--- src/sv/tdpt_pkg.sv ---
`timescale 1ns / 1ps
// ----------------------------------------------------------------------------
// tdpt_pkg: shared constants of the trial-division prime tester
// Default number width, port width of the candidate word and the fixed
// small values that the test treats specially.
// ----------------------------------------------------------------------------
package tdpt_pkg;

	// width of the candidate port
	localparam int CANDIDATE_WIDTH = 32;

	// default width of the number under test
	localparam int DEF_NUMBER_WIDTH = 32;

	// smallest primes, both answered without division
	localparam int SMALL_PRIME_TWO   = 2;
	localparam int SMALL_PRIME_THREE = 3;

	// first odd trial divisor and the step between divisors
	localparam int FIRST_DIVISOR = 3;
	localparam int DIVISOR_STEP  = 2;

endpackage

--- src/sv/tdpt_divider.sv ---
`timescale 1ns / 1ps
// ----------------------------------------------------------------------------
// tdpt_divider: bit-serial restoring divider
// Shifts the dividend out one bit per cycle into a partial remainder and
// shifts one quotient bit in per cycle.
// ----------------------------------------------------------------------------
module tdpt_divider #(
	parameter int W = 32
) (
	input  logic         clk,
	input  logic         arst_n,
	input  logic         start,
	input  logic [W-1:0] dividend,
	input  logic [W-1:0] divisor,
	output logic         done,
	output logic [W-1:0] quotient,
	output logic [W-1:0] remainder
);

	localparam int CW = $clog2(W);

	logic          busy_q;
	logic          done_q;
	logic [CW-1:0] cnt_q;
	logic [W-1:0]  rem_q;
	logic [W-1:0]  quo_q;
	logic [W-1:0]  dvs_q;

	logic [W:0]    rem_sh;
	logic [W:0]    diff;
	logic          ge;

	// one restoring step: shift in next dividend bit, trial subtract
	always_comb begin
		rem_sh = {rem_q, quo_q[W-1]};
		diff   = rem_sh - {1'b0, dvs_q};
		ge     = ~diff[W];
	end

	// control: counter and busy flag
	always_ff @(posedge clk or negedge arst_n) begin
		if (!arst_n) begin
			busy_q <= 1'b0;
			done_q <= 1'b0;
			cnt_q  <= '0;
		end else begin
			done_q <= 1'b0;
			if (start) begin
				busy_q <= 1'b1;
				cnt_q  <= CW'(W - 1);
			end else if (busy_q) begin
				if (cnt_q == '0) begin
					busy_q <= 1'b0;
					done_q <= 1'b1;
				end else begin
					cnt_q <= cnt_q - 1'b1;
				end
			end
		end
	end

	// datapath shift registers
	always_ff @(posedge clk) begin
		if (start) begin
			rem_q <= '0;
			quo_q <= dividend;
			dvs_q <= divisor;
		end else if (busy_q) begin
			rem_q <= ge ? diff[W-1:0] : rem_sh[W-1:0];
			quo_q <= {quo_q[W-2:0], ge};
		end
	end

	assign done      = done_q;
	assign quotient  = quo_q;
	assign remainder = rem_q;

endmodule

--- src/sv/trial_division_prime_test_unit.sv ---
`timescale 1ns / 1ps
// Words 0, 1, 2, 3 and even words are answered without the divider;
// otherwise the word is divided by each odd trial divisor in turn.
// One word at a time; the bit-serial divider sets the pace, with about
// 32768 trial divisors for a 32-bit prime near the top of range.
// A new word is taken while the previous result still waits in the output.
// Reset: asynchronous, active low; clears control state only.
// ----------------------------------------------------------------------------
// trial_division_prime_test_unit: trial-division primality tester
// Divides an odd candidate by 3, 5, 7, ... while divisor <= quotient and
// reports composite at the first zero remainder.
// ----------------------------------------------------------------------------
module trial_division_prime_test_unit #(
	parameter int NUMBER_WIDTH = tdpt_pkg::DEF_NUMBER_WIDTH
) (
	input  logic                                 clk,
	input  logic                                 arst_n,
	input  logic                                 in_valid,
	output logic                                 in_ready,
	input  logic [tdpt_pkg::CANDIDATE_WIDTH-1:0] candidate,
	output logic                                 out_valid,
	input  logic                                 out_ready,
	output logic                                 is_prime
);

	import tdpt_pkg::*;

	localparam int W = NUMBER_WIDTH;

	// sequencer states
	localparam logic [1:0] ST_IDLE = 2'd0;
	localparam logic [1:0] ST_RUN  = 2'd1;
	localparam logic [1:0] ST_DONE = 2'd2;

	logic [1:0]   state_q;
	logic [W-1:0] n_q;
	logic [W-1:0] d_q;
	logic         res_q;
	logic         out_valid_q;
	logic         is_prime_q;

	logic [W-1:0] n_in;
	logic         accept;
	logic         small_prime;
	logic         trivially_not;
	logic         slot_free;
	logic [W-1:0] d_next;
	logic         div_start;
	logic [W-1:0] div_dividend;
	logic [W-1:0] div_divisor;
	logic         div_done;
	logic [W-1:0] div_quo;
	logic [W-1:0] div_rem;
	logic         bound_hit;
	logic         zero_rem;

	// input word classification
	always_comb begin
		n_in          = W'(candidate);
		accept        = in_valid && in_ready;
		small_prime   = (n_in == W'(SMALL_PRIME_TWO)) || (n_in == W'(SMALL_PRIME_THREE));
		trivially_not = (n_in < W'(SMALL_PRIME_TWO)) || !n_in[0];
		slot_free     = !out_valid_q || out_ready;
		d_next        = d_q + W'(DIVISOR_STEP);
		bound_hit     = div_quo < d_q;
		zero_rem      = (div_rem == '0);
	end

	// divider launch: first divisor on accept, next odd divisor on restart
	always_comb begin
		div_start    = 1'b0;
		div_dividend = n_in;
		div_divisor  = W'(FIRST_DIVISOR);
		if (state_q == ST_RUN) begin
			div_dividend = n_q;
			div_divisor  = d_next;
			div_start    = div_done && !bound_hit && !zero_rem;
		end else begin
			div_start    = accept && !small_prime && !trivially_not;
		end
	end

	tdpt_divider #(
		.W(W)
	) u_div (
		.clk      (clk),
		.arst_n   (arst_n),
		.start    (div_start),
		.dividend (div_dividend),
		.divisor  (div_divisor),
		.done     (div_done),
		.quotient (div_quo),
		.remainder(div_rem)
	);

	// sequencer
	always_ff @(posedge clk or negedge arst_n) begin
		if (!arst_n) begin
			state_q <= ST_IDLE;
		end else begin
			unique case (state_q)
				ST_IDLE: begin
					if (accept) begin
						state_q <= (small_prime || trivially_not) ? ST_DONE : ST_RUN;
					end
				end
				ST_RUN: begin
					if (div_done && (bound_hit || zero_rem)) begin
						state_q <= ST_DONE;
					end
				end
				ST_DONE: begin
					if (slot_free) begin
						state_q <= ST_IDLE;
					end
				end
				default: begin
					state_q <= ST_IDLE;
				end
			endcase
		end
	end

	// working registers
	always_ff @(posedge clk) begin
		if (accept) begin
			n_q   <= n_in;
			d_q   <= W'(FIRST_DIVISOR);
			res_q <= small_prime;
		end else if (state_q == ST_RUN && div_done) begin
			if (bound_hit) begin
				res_q <= 1'b1;
			end else if (zero_rem) begin
				res_q <= 1'b0;
			end else begin
				d_q <= d_next;
			end
		end
	end

	// output word register
	always_ff @(posedge clk or negedge arst_n) begin
		if (!arst_n) begin
			out_valid_q <= 1'b0;
		end else if (state_q == ST_DONE && slot_free) begin
			out_valid_q <= 1'b1;
		end else if (out_ready) begin
			out_valid_q <= 1'b0;
		end
	end

	always_ff @(posedge clk) begin
		if (state_q == ST_DONE && slot_free) begin
			is_prime_q <= res_q;
		end
	end

	assign in_ready  = (state_q == ST_IDLE);
	assign out_valid = out_valid_q;
	assign is_prime  = is_prime_q;

	// an accepted word always leaves idle
	a_accept_leaves_idle: assert property (@(posedge clk) disable iff (!arst_n)
		accept |=> state_q != ST_IDLE)
		else $error("accepted word did not start processing");

	// divider completes only while a test is running
	a_done_in_run: assert property (@(posedge clk) disable iff (!arst_n)
		div_done |-> state_q == ST_RUN)
		else $error("divider finished outside run state");

	// trial divisor stays odd and at least three while running
	a_divisor_odd: assert property (@(posedge clk) disable iff (!arst_n)
		state_q == ST_RUN |-> d_q[0] && d_q >= W'(FIRST_DIVISOR))
		else $error("trial divisor not odd or below three");

	// a new result word only follows the done state
	a_out_from_done: assert property (@(posedge clk) disable iff (!arst_n)
		$rose(out_valid_q) |-> $past(state_q) == ST_DONE)
		else $error("result word raised without a finished test");

endmodule
--- config.mk ---
export PLATFORM = sky130hd
export DESIGN_NAME = trial_division_prime_test_unit
export DESIGN_NICKNAME = d
export VERILOG_FILES = /design/src/sv/tdpt_pkg.sv /design/src/sv/tdpt_divider.sv /design/src/sv/trial_division_prime_test_unit.sv
export SDC_FILE = /design/constraint.sdc
export NUM_CORES = 1
export LEC_CHECK = 0
export ABC_AREA = 1
export ABC_CLOCK_PERIOD_IN_PS = 3550
export BUFFER_PORTS_ARGS = -buffer_cell sky130_fd_sc_hd__buf_4
export CORE_MARGIN = 2
export CORE_UTILIZATION = 45
export CTS_CLUSTER_DIAMETER = 100
export DETAILED_ROUTE_END_ITERATION = 16
export GPL_ROUTABILITY_DRIVEN = 0
export PLACE_DENSITY_LB_ADDON = 0.25
export SYNTH_ARGS = -nofsm -noshare
export SYNTH_HDL_FRONTEND = slang
export SYNTH_SLANG_ARGS = --single-unit
--- constraint.sdc ---
create_clock -name clk -period 3.55 [get_ports clk]
set_clock_uncertainty 0.1 [all_clocks]
set_input_delay 0.1775 -clock clk [delete_from_list [all_inputs] [get_ports clk]]
set_output_delay 0.1775 -clock clk [all_outputs]
set_load 0.02 [all_outputs]
==> summary.md, run 1 <==
| Metric | Value |
|---|---|
| Outcome | `finished clean` |
| Worst skew pair latency | `440 ps` |
| Remaining DRCs | `0` |
| Routed vias/inst | `4.95` |
| Post-CTS sizing | `0` |
| Layout net count | `1770` |
| Initial core utilization | `45.5%` |
| Cells after Synth | `1605` |
| Worst Path Required | `3610 ps` |
| Synth async-reset ratio | `5.88%` |
| Clock root cell | `clkbuf_16` |
| Power Total | `9.57 mW` |
| Routed Antenna Nets | `0` |
| Diodes inserted | `0` |
| Hold Vio Cnt, Final | `0` |
| Number of global-route vias before repair | `9564` |
| Final period utilization | `81.6%` |
| Final Max Slew Viols | `0` |
| Most frequent cells in the layout | `584 x nand2_1, 245 x inv_1, 125 x nor2_1` |
| CTS Buf Count | `17` |
| Kind of critical path | `reg -> reg` |
| Final wirelength | `27300 um` |
| Commonest non-fill, non-tap cell in the layout | `nand2_1` |
| CP cell instances | `fa_1 > nand3_1 > nand3_2 > nand2_1 > nand2_1 > nand2_1 > nand2_2 > nand2_2 > nand3_1 > nand2_4 > o21ai_0` |
| Clock Pin Slew Worst Setup and Hold Paths | `70 ps` |
| Hold Path Class | `reg -> reg` |
| Routed length per instance | `13.6 um` |
| Crit path buffers/inverters | `0` |
| CTS sink count | `170` |
| H-tree depth | `4` |
| Congestion Overflow GR | `0` |
| Worst vdd ir | `313 uV` |
| Delay-heaviest family, CP | `simple AND/OR/NAND/NOR gates` |
| Post-synth EDFFs | `97` |
| Worst reg2reg startpoint | `u_div.quotient[31]` |
| DR pass1 iterations | `5` |
| CP Max Fanout | `33` |
| Largest net degree at the start of global routing | `64` |
| Fin crit period | `2900 ps` |
| Seq cells post-synth | `170` |
| Pwr Density | `742 nW/um^2` |
| Initial DRC count | `611` |
| I/O Pins | `39` |
| IO Port Bufs | `38` |
| Post-Syn Area | `11400 sq um` |
| Syn Area/Cell | `7.09 sq um` |
| Peak Freq | `0.345 GHz` |
| Most used DFF post-synth | `edfxtp_1` |
| Crit path arrival time | `2960 ps` |
| Final worst slack | `653 ps` |
| Maxcap violations | `0` |
| Overall routing resource usage | `21.4%` |
| CP peak stage delay | `620 ps` |
| Leakage Power | `6.24 nW` |
| Setup_tns | `0 ps` |
| Top cell by count, worst path | `nand2_1` |
| Finish-stage setup viols | `0` |
| Core Region | `25000 sq um` |
| Area grow syn2layout | `13.3%` |
| Number of fillers in the final layout | `2461` |
| Hold Startpoint | `res_q` |
| Critical-path top delay cell | `fa_1` |
| Nature of the critical path startpoint | `register` |
| RSZ-0062 raised after global routing | `no` |
| Crit. Startpoint | `u_div.quotient[31]` |
| HPWL Detailed | `20600 um` |
| Via count | `9946` |
| Ys Warns | `0` |
| First-pass GRT wire length | `45700 um` |
| Slew @ Worst Pin | `576 ps` |
| Pre-CTS setup slack | `650 ps` |
| Share of cells above drive strength 1 | `8.03%` |
| Syn Nets | `1707` |
| Sequential area share after synthesis | `38.9%` |
| CTS tree | `yes` |
| Die span in x | `163 um` |
| Synth cell types | `38` |
| Row cnt | `58` |
| Die height | `163 um` |
| Clock buffer depth | `2` |
| Slew HR | `61.6%` |
| Setup crit end kind | `register` |
| Antenna violations before repair | `0` |
| DIE AREA | `26600 sq um` |
-- synth_stat cells (2+ instances only) --
cell type | instances | area share [%]
nand4_1 | 22 | 1.2
nand3_2 | 2 | 0.18
nand2_4 | 3 | 0.30
o21bai_1 | 8 | 0.53
nand2_1 | 584 | 19
nand2_2 | 6 | 0.33
nand3b_1 | 2 | 0.13
buf_4 | 3 | 0.20
and3_1 | 4 | 0.22
xnor2_1 | 2 | 0.15
or2_2 | 33 | 1.8
o211ai_1 | 31 | 2.0
buf_2 | 18 | 0.79
or2_1 | 2 | 0.11
dfrtp_1 | 10 | 2.2
nor3_1 | 10 | 0.44
nor2_2 | 3 | 0.16
buf_6 | 7 | 0.69
inv_2 | 3 | 0.099
inv_1 | 245 | 8.1
and2_1 | 3 | 0.16
dfxtp_1 | 63 | 11
o21ai_0 | 25 | 1.1
clkbuf_1 | 14 | 0.46
a21oi_2 | 2 | 0.15
ha_1 | 65 | 7.1
nor4_1 | 13 | 0.71
a21o_1 | 2 | 0.13
edfxtp_1 | 97 | 26
nor2_4 | 3 | 0.30
nand3_1 | 76 | 3.3
a21oi_1 | 72 | 3.2
xor2_1 | 43 | 3.3
nor2_1 | 125 | 4.1
-- layer usage --
| layer | wire length (um) | part of all wire, % | vias up | track usage [%] |
|---|---|---|---|---|
| li1 | - | - | 5206 | - |
| met1 | 13000 | 48 | 4509 | 28.1 |
| met2 | 12800 | 47 | 198 | 36.8 |
| met3 | 1030 | 3.8 | 33 | 3.43 |
| met4 | 531 | 1.9 | 0 | 5.83 |
| met5 | 0 | 0 | - | 0 |
-- layout make-up --
class / instances / area [sq um] / area share (%)
clock inverter: 15 / 166 / 1.29
inverter: 249 / 935 / 7.25
sequential: 170 / 4420 / 34.3
clock buffer: 17 / 425 / 3.30
tap: 330 / 413 / 3.20
timing repair buffer: 86 / 751 / 5.82
multi-input combinational: 1144 / 5780 / 44.8
-- repair_timing --
item                                   CTS  global route
hold buffers                            37             0
endpoints found under the hold margin   71             0
setup buffers                            0             0
-- final timing paths --
kind                                endpoint  slack, ps  depth (start not counted)
setup / recovery           u_div.quotient[0]        650                         11
hold / removal                      is_prime        340                          0
setup reg to reg           u_div.quotient[0]        650                         11
hold reg to reg                     is_prime        340                          0
max in group asynchronous       u_div.busy_q       1870                          4
min in group asynchronous     u_div.cnt_q[4]        500                          3
-- sequential cells by signal, summed over array words and instances (netlist names), 2 cells and up --
| register | flops |
|---|---|
| u_div.dvs_q | 31 |
| state_q | 2 |
| n_q | 32 |
| u_div.quotient | 32 |
| u_div.cnt_q | 5 |
| u_div.remainder | 32 |
| d_q | 31 |
-- power breakdown --
part           total [mW]  internal (mW)  switching, mW
Clock                1.85          0.952          0.901
Sequential           3.14           2.74          0.399
Combinational        4.58           1.60           2.97
-- cell families (layout without fill, tap and decap cells) --
logic type / count (synthesis) / in the layout / share of synthesized area (%)
adders and majority gates: 66 / 66 / 7.32
AOI/OAI and AO/OA: 141 / 141 / 7.18
buffers and inverters: 291 / 367 / 10.4
xor gates and xnor gates: 45 / 45 / 3.46
and+or+nand+nor: 892 / 892 / 32.8
DFF: 170 / 170 / 38.9
-- per-stage QoR --
stage / cell area, sq um / cells / hold slack (ps) / utilization (%)
after floorplan: 11400 / 1605 / -218 / -
after global placement: 11900 / 1942 / -85.9 / 47.7
after detailed placement: 11900 / 1942 / -84.4 / 47.7
after CTS: 12900 / 2011 / 349 / 51.5
after global routing: 12900 / 2011 / 353 / 51.5
final: 12900 / 2011 / 342 / 51.5
-- worst register-to-register path, delay by kind of cell, from the launching register on --
kind | cells | cell delay (ps)
adders and majority gates | 1 | 620
AOI/OAI and AO/OA | 1 | 180
and+or+nand+nor | 9 | 1150
DFF | 1 | 590
(Power assumes the default switching activity.)
==> run 2: changes to the inputs <==
--- a/config.mk
+++ b/config.mk
@@ -6,7 +6,7 @@
 export NUM_CORES = 1
 export LEC_CHECK = 0
 export ABC_AREA = 1
-export ABC_CLOCK_PERIOD_IN_PS = 3550
+export ABC_CLOCK_PERIOD_IN_PS = 2300
 export BUFFER_PORTS_ARGS = -buffer_cell sky130_fd_sc_hd__buf_4
 export CORE_MARGIN = 2
 export CORE_UTILIZATION = 45
==> constraint.sdc (replaced) <==
create_clock -name clk -period 2.3 [get_ports clk]
set_clock_uncertainty 0.1 [all_clocks]
set_input_delay 0.115 -clock clk [delete_from_list [all_inputs] [get_ports clk]]
set_output_delay 0.115 -clock clk [all_outputs]
set_load 0.02 [all_outputs]
==> run 2 against run 1 <==
Against the previous run: global-route usage up 1.7 points; critical path depth up 4; largest cell class unchanged; count of clock-buffer cells in the layout up 1; sequential power up 54%; via count up 10%; the flow now finishes with violations (negative setup slack); routed wire length up 20%; highest routed layer unchanged; critical endpoint is now u_div.quotient[31].
==> summary.md, run 2 (same netlist as run 1, synthesis figures left out) <==
| Metric | Value |
|---|---|
| Row cnt | `58 (unchanged)` |
| Leakage Power | `7.38 nW (was 6.24 nW)` |
| Finish-stage setup viols | `163 (was 0)` |
| I/O Pins | `39 (unchanged)` |
| Outcome | `finished with violations (was finished clean)` |
| CTS tree | `yes (unchanged)` |
| IO Port Bufs | `38 (unchanged)` |
| Hold Path Class | `in -> reg (was reg -> reg)` |
| Final Max Slew Viols | `0 (unchanged)` |
| Setup crit end kind | `register (unchanged)` |
| CTS Buf Count | `17 (unchanged)` |
| DR pass1 iterations | `6 (was 5)` |
| Maxcap violations | `0 (unchanged)` |
| Nature of the critical path startpoint | `register (unchanged)` |
| H-tree depth | `4 (unchanged)` |
| Slew @ Worst Pin | `581 ps (was 576 ps)` |
| Number of global-route vias before repair | `10314 (was 9564)` |
| Area grow syn2layout | `33.8% (was 13.3%)` |
| Worst Path Required | `2370 ps (was 3610 ps)` |
| Routed vias/inst | `5.02 (was 4.95)` |
| CTS sink count | `170 (unchanged)` |
| Routed length per instance | `15.0 um (was 13.6 um)` |
| Die span in x | `163 um (unchanged)` |
| Die height | `163 um (unchanged)` |
| Post-route cell area | `15200 sq um (was 12900 sq um)` |
| Clock Pin Slew Worst Setup and Hold Paths | `70 ps (about the same)` |
| Antenna violations before repair | `0 (unchanged)` |
| Hold Vio Cnt, Final | `0 (unchanged)` |
| Largest net degree at the start of global routing | `64 (unchanged)` |
| Diodes inserted | `0 (unchanged)` |
| Layout net count | `1946 (was 1770)` |
| Remaining DRCs | `0 (unchanged)` |
| Final period utilization | `108% (was 81.6%)` |
| Worst skew pair latency | `430 ps (was 440 ps)` |
| Commonest non-fill, non-tap cell in the layout | `nand2_1 (unchanged)` |
| Via count | `10986 (was 9946)` |
| Routed Antenna Nets | `0 (unchanged)` |
| Peak Freq | `0.403 GHz (was 0.345 GHz)` |
| CP peak stage delay | `400 ps (was 620 ps)` |
| Final wirelength | `32700 um (was 27300 um)` |
| DIE AREA | `26600 sq um (unchanged)` |
| First-pass GRT wire length | `49200 um (was 45700 um)` |
| Share of cells above drive strength 1 | `23.2% (was 8.03%)` |
| RSZ-0062 raised after global routing | `yes (was no)` |
| Congestion Overflow GR | `0 (unchanged)` |
| Post-DP Area | `13100 sq um (was 11900 sq um)` |
| Worst vdd ir | `591 uV (was 313 uV)` |
| Core Region | `25000 sq um (unchanged)` |
| Kind of critical path | `reg -> reg (unchanged)` |
| Initial DRC count | `727 (was 611)` |
| CP cell instances | `buf_6 > ha_4 > nand2_4 > nor2_4 > nand4_1 > nor2_1 > nand2_1 > nand2_2 > nand3_4 > nand2_4 > buf_6 > inv_8 > clkbuf_16 > nand2_2 > nand2_1 (was fa_1 > nand3_1 > nand3_2 > nand2_1 > nand2_1 > nand2_1 > nand2_2 > nand2_2 > nand3_1 > nand2_4 > o21ai_0)` |
| Failing checks | `negative setup slack` |
| Clock buffer depth | `2 (unchanged)` |
| CP Max Fanout | `8 (was 33)` |
| Crit path arrival time | `2550 ps (was 2960 ps)` |
| Fin crit period | `2480 ps (was 2900 ps)` |
| Min Hold Slack | `271 ps (was 342 ps)` |
| Most frequent cells in the layout | `532 x nand2_1, 242 x inv_1, 186 x buf_4 (was 584 x nand2_1, 245 x inv_1, 125 x nor2_1)` |
| Setup_tns | `-15950 ps (was 0 ps)` |
| Final worst slack | `-180 ps (was 653 ps)` |
| Clock root cell | `clkbuf_16 (unchanged)` |
| Overall routing resource usage | `23.2% (was 21.4%)` |
| Critical-path top delay cell | `edfxtp_1 (was fa_1)` |
| HPWL Detailed | `22600 um (was 20600 um)` |
| Initial core utilization | `45.5% (unchanged)` |
| Pwr Density | `1170 nW/um^2 (was 742 nW/um^2)` |
| Slew HR | `61.2% (was 61.6%)` |
## run 2: final timing paths
path | startpoint | to | slack, ps | cells after the start
max in group asynchronous | arst_n | u_div.cnt_q[4] | 1170 | 3
setup reg to reg | u_div.quotient[31] | u_div.quotient[31] | -180 | 15
hold reg to reg | res_q | is_prime | 350 | 0
hold / removal | candidate[7] | res_q | 270 | 6
min in group asynchronous | arst_n | state_q[0] | 620 | 3
setup / recovery | u_div.quotient[31] | u_div.quotient[31] | -180 | 15
## run 2: power by group
part | internal, mW | switching, mW | total [mW] | leakage, nW
Sequential | 4.23 | 0.623 | 4.85 | 1.60
Clock | 1.52 | 1.29 | 2.81 | 0.260
Combinational | 4.52 | 5.66 | 10.2 | 5.52
Total | 10.3 | 7.58 | 17.8 | 7.38
## run 2: area by class of cell
type	count	area, sq um
multi-input combinational	1144	6370
fill	2182	9800
clock inverter	14	138
sequential	170	4430
tap	330	413
timing repair buffer	262	2500
clock buffer	18	429
inverter	249	950
## run 2: critical path: cells and delay by family, from the launching register on
kind | cells | cell delay [ps]
adder cells (fa/ha/maj) | 1 | 280
buffers and inverters | 4 | 520
AND/OR/NAND/NOR | 10 | 920
flip-flops | 1 | 400
## run 2: stage by stage
step / setup slack [ps] / total power [mW] / utilization, % / cells
after floorplan: -329 / 10.2 / - / 1605
after global placement: -113 / 13.3 / 52.5 / 2085
after detailed placement: -155 / 13.4 / 52.5 / 2085
after CTS: -114 / 16.7 / 57.3 / 2165
after global routing: -287 / 19.2 / 60.8 / 2187
final: -180 / 17.8 / 60.8 / 2187
## run 2: routing by layer
metal | up-vias | GRT usage, % | wire length [um]
met2 | 318 | 41.8 | 16200
met3 | 68 | 2.64 | 1320
met4 | 0 | 6.23 | 899
li1 | 5563 | - | -
met5 | - | 0 | 0
met1 | 5037 | 29.4 | 14300
## run 2: repair_timing
item / in CTS / in global routing
setup buffers: 9 / 12
pin swaps: 5 / 15
setup endpoints to repair: 149 / 168
hold endpoints to repair: 77 / 0
cloned: 3 / 11
hold buffers: 36 / 0
resized for setup: 53 / 139
==> run 3: changes to the inputs <==
--- a/config.mk
+++ b/config.mk
@@ -14,6 +14,7 @@
 export DETAILED_ROUTE_END_ITERATION = 16
 export GPL_ROUTABILITY_DRIVEN = 0
 export PLACE_DENSITY_LB_ADDON = 0.25
+export SETUP_SLACK_MARGIN = 0.3
 export SYNTH_ARGS = -nofsm -noshare
 export SYNTH_HDL_FRONTEND = slang
 export SYNTH_SLANG_ARGS = --single-unit
==> run 3 against run 2 <==
Against the previous run: the flow still finishes with violations (negative setup slack); sequential power about the same; first-iteration DRC count up 13%; via count up 2.6%; flip-flop and latch count unchanged; die area unchanged; worst setup slack worse by 18 ps; non-clock buffer count up 30; cell count up 1.5%; global-route usage up 0.93 points; routed wire length up 5.0%; combinational power up 8%; critical endpoint unchanged; largest power group unchanged.
==> summary.md, run 3 (same netlist as run 1, synthesis figures left out) <==
| Metric | Value |
|---|---|
| Worst reg2reg startpoint | `u_div.remainder[30] (was u_div.quotient[31])` |
| Finish-stage setup viols | `163 (unchanged)` |
| Crit path arrival time | `2600 ps (was 2550 ps)` |
| Peak Freq | `0.400 GHz (was 0.403 GHz)` |
| HPWL Detailed | `23000 um (was 22600 um)` |
| Number of fillers in the final layout | `2075 (was 2182)` |
| Slew @ Worst Pin | `565 ps (was 581 ps)` |
| Layout net count | `1978 (was 1946)` |
| Hold Path Class | `in -> reg (unchanged)` |
| Setup_tns | `-20750 ps (was -15950 ps)` |
| Critical-path top delay cell | `nor4_1 (was edfxtp_1)` |
| Clock Pin Slew Worst Setup and Hold Paths | `80 ps (was 70 ps)` |
| Setup crit end kind | `register (unchanged)` |
| Worst reg2reg path depth | `10 (was 15)` |
| Commonest non-fill, non-tap cell in the layout | `nand2_1 (unchanged)` |
| Hold Vio Cnt, Final | `0 (unchanged)` |
| Clock root cell | `clkbuf_16 (unchanged)` |
| Leakage Power | `7.68 nW (was 7.38 nW)` |
| Largest net degree at the start of global routing | `35 (was 64)` |
| RSZ-0062 raised after global routing | `yes (unchanged)` |
| Min Hold Slack | `127 ps (was 271 ps)` |
| CP cell instances | `nor4_1 > nand2_1 > nor2_1 > buf_4 > nand2_1 > nand3_4 > nand2_4 > nor2_4 > clkinvlp_4 > buf_4 (was buf_6 > ha_4 > nand2_4 > nor2_4 > nand4_1 > nor2_1 > nand2_1 > nand2_2 > nand3_4 > nand2_4 > buf_6 > inv_8 > clkbuf_16 > nand2_2 > nand2_1)` |
| Row cnt | `58 (unchanged)` |
| Final worst slack | `-198 ps (was -180 ps)` |
| Die height | `163 um (unchanged)` |
| Worst vdd ir | `784 uV (was 591 uV)` |
| Overall routing resource usage | `24.1% (was 23.2%)` |
| Nature of the critical path startpoint | `register (unchanged)` |
| DIE AREA | `26600 sq um (unchanged)` |
| Worst skew pair latency | `440 ps (was 430 ps)` |
| CTS tree | `yes (unchanged)` |
| CTS Buf Count | `17 (unchanged)` |
| Slew HR | `62.0% (was 61.2%)` |
| Failing checks | `negative setup slack (unchanged)` |
| Pre-CTS setup slack | `-141 ps (was -155 ps)` |
| Outcome | `finished with violations (unchanged)` |
| Most frequent cells in the layout | `507 x nand2_1, 238 x inv_1, 211 x buf_4 (was 532 x nand2_1, 242 x inv_1, 186 x buf_4)` |
| Reg2Reg Setup Slack | `-200 ps (was -180 ps)` |
| CTS sink count | `170 (unchanged)` |
| Crit Reg-Reg Endpoint | `u_div.quotient[31] (unchanged)` |
| Crit. Startpoint | `u_div.remainder[30] (was u_div.quotient[31])` |
| Post-DP Area | `13300 sq um (was 13100 sq um)` |
| Area grow syn2layout | `39.0% (was 33.8%)` |
| Pwr Density | `1190 nW/um^2 (was 1170 nW/um^2)` |
| Kind of critical path | `reg -> reg (unchanged)` |
| DR pass1 iterations | `6 (unchanged)` |
| Final period utilization | `109% (was 108%)` |
| H-tree depth | `4 (unchanged)` |
| Fin crit period | `2500 ps (was 2480 ps)` |
| Via count | `11270 (was 10986)` |
| Antenna violations before repair | `0 (unchanged)` |
| Maxcap violations | `0 (unchanged)` |
| Clock buffer depth | `2 (unchanged)` |
| CP Max Fanout | `6 (was 8)` |
| Diodes inserted | `0 (unchanged)` |
| Initial DRC count | `821 (was 727)` |
| Congestion Overflow GR | `0 (unchanged)` |
| First-pass GRT wire length | `50900 um (was 49200 um)` |
| Capture point of the worst path | `u_div.quotient[31] (unchanged)` |
| Final Max Slew Viols | `0 (unchanged)` |
| Remaining DRCs | `0 (unchanged)` |
| Post-route cell area | `15800 sq um (was 15200 sq um)` |
| Routed Antenna Nets | `0 (unchanged)` |
| Die span in x | `163 um (unchanged)` |
| I/O Pins | `39 (unchanged)` |
| Routed vias/inst | `5.08 (was 5.02)` |
| Initial core utilization | `45.5% (unchanged)` |
| CP peak stage delay | `470 ps (was 400 ps)` |
| Share of cells above drive strength 1 | `28.3% (was 23.2%)` |
| Final wirelength | `34300 um (was 32700 um)` |
| IO Port Bufs | `38 (unchanged)` |
| Routed length per instance | `15.5 um (was 15.0 um)` |
| Core Region | `25000 sq um (unchanged)` |
| Worst Path Required | `2400 ps (was 2370 ps)` |
| Number of global-route vias before repair | `10564 (was 10314)` |
[run 3: cell types whose count changed in the layout (fill, tap and decap cells not counted), moves of 8 or more]
cell	before	now
buf_4	186	211
nand2_1	532	507
nand2_2	39	64
dfxtp_1	58	46
dfxtp_2	5	17
nand3_1	69	58
nor2_1	118	107
nand3_2	7	17
nor2_2	7	15
[run 3: how the worst min path moves through the flow]
stage | to | slack (ps) | cells past startpoint | from
floorplan | out_valid | -280 | 0 | arst_n
global placement | u_div.cnt_q[0] | -150 | 1 | arst_n
detailed placement | u_div.cnt_q[2] | -140 | 1 | arst_n
CTS | state_q[0] | 120 | 6 | candidate[27]
global route | res_q | 150 | 5 | candidate[27]
finish | state_q[0] | 130 | 6 | candidate[27]
[run 3: layout make-up]
type,instances,area [sq um],share of cell area (%)
clock buffer,17,425,2.69
clock inverter,15,173,1.09
inverter,249,942,5.95
multi-input combinational,1146,6660,42.0
sequential,170,4450,28.1
tap,330,413,2.61
timing repair buffer,292,2780,17.5
[run 3: repair_timing]
action                                 CTS  global route
endpoints found under the hold margin   77             0
hold buffers                            36             0
setup endpoints to repair              172           180
gates cloned                             1            16
setup buffers                            8            18
pin swaps                                8            34
resized for setup                       70           205
[run 3: through the flow]
step | power, mW | utilization, % | instances
CTS | 16.8 | 58.3 | 2185
floorplan | 10.3 | - | 1605
global route | 20.2 | 63.2 | 2219
finish | 18.8 | 63.2 | 2219
global placement | 13.3 | 53.2 | 2108
detailed placement | 13.5 | 53.2 | 2108
[run 3: routing by layer]
| metal | GRT usage, % | routed length (um) |
|---|---|---|
| met5 | 0 | 0 |
| met3 | 3.30 | 1750 |
| met4 | 8.00 | 1030 |
| met2 | 42.1 | 16900 |
| met1 | 30.7 | 14700 |
[run 3: worst max-delay path, delay by kind of cell, from the launching register on]
family	cells	cell delay (ps)
buffers and inverters	3	600
DFF	1	380
and+or+nand+nor	7	1200
[run 3: where the power goes]
part | internal, mW | total, mW | switching [mW]
clock | 1.47 | 2.92 | 1.45
sequential | 4.22 | 4.86 | 0.639
combinational | 4.92 | 11.0 | 6.12
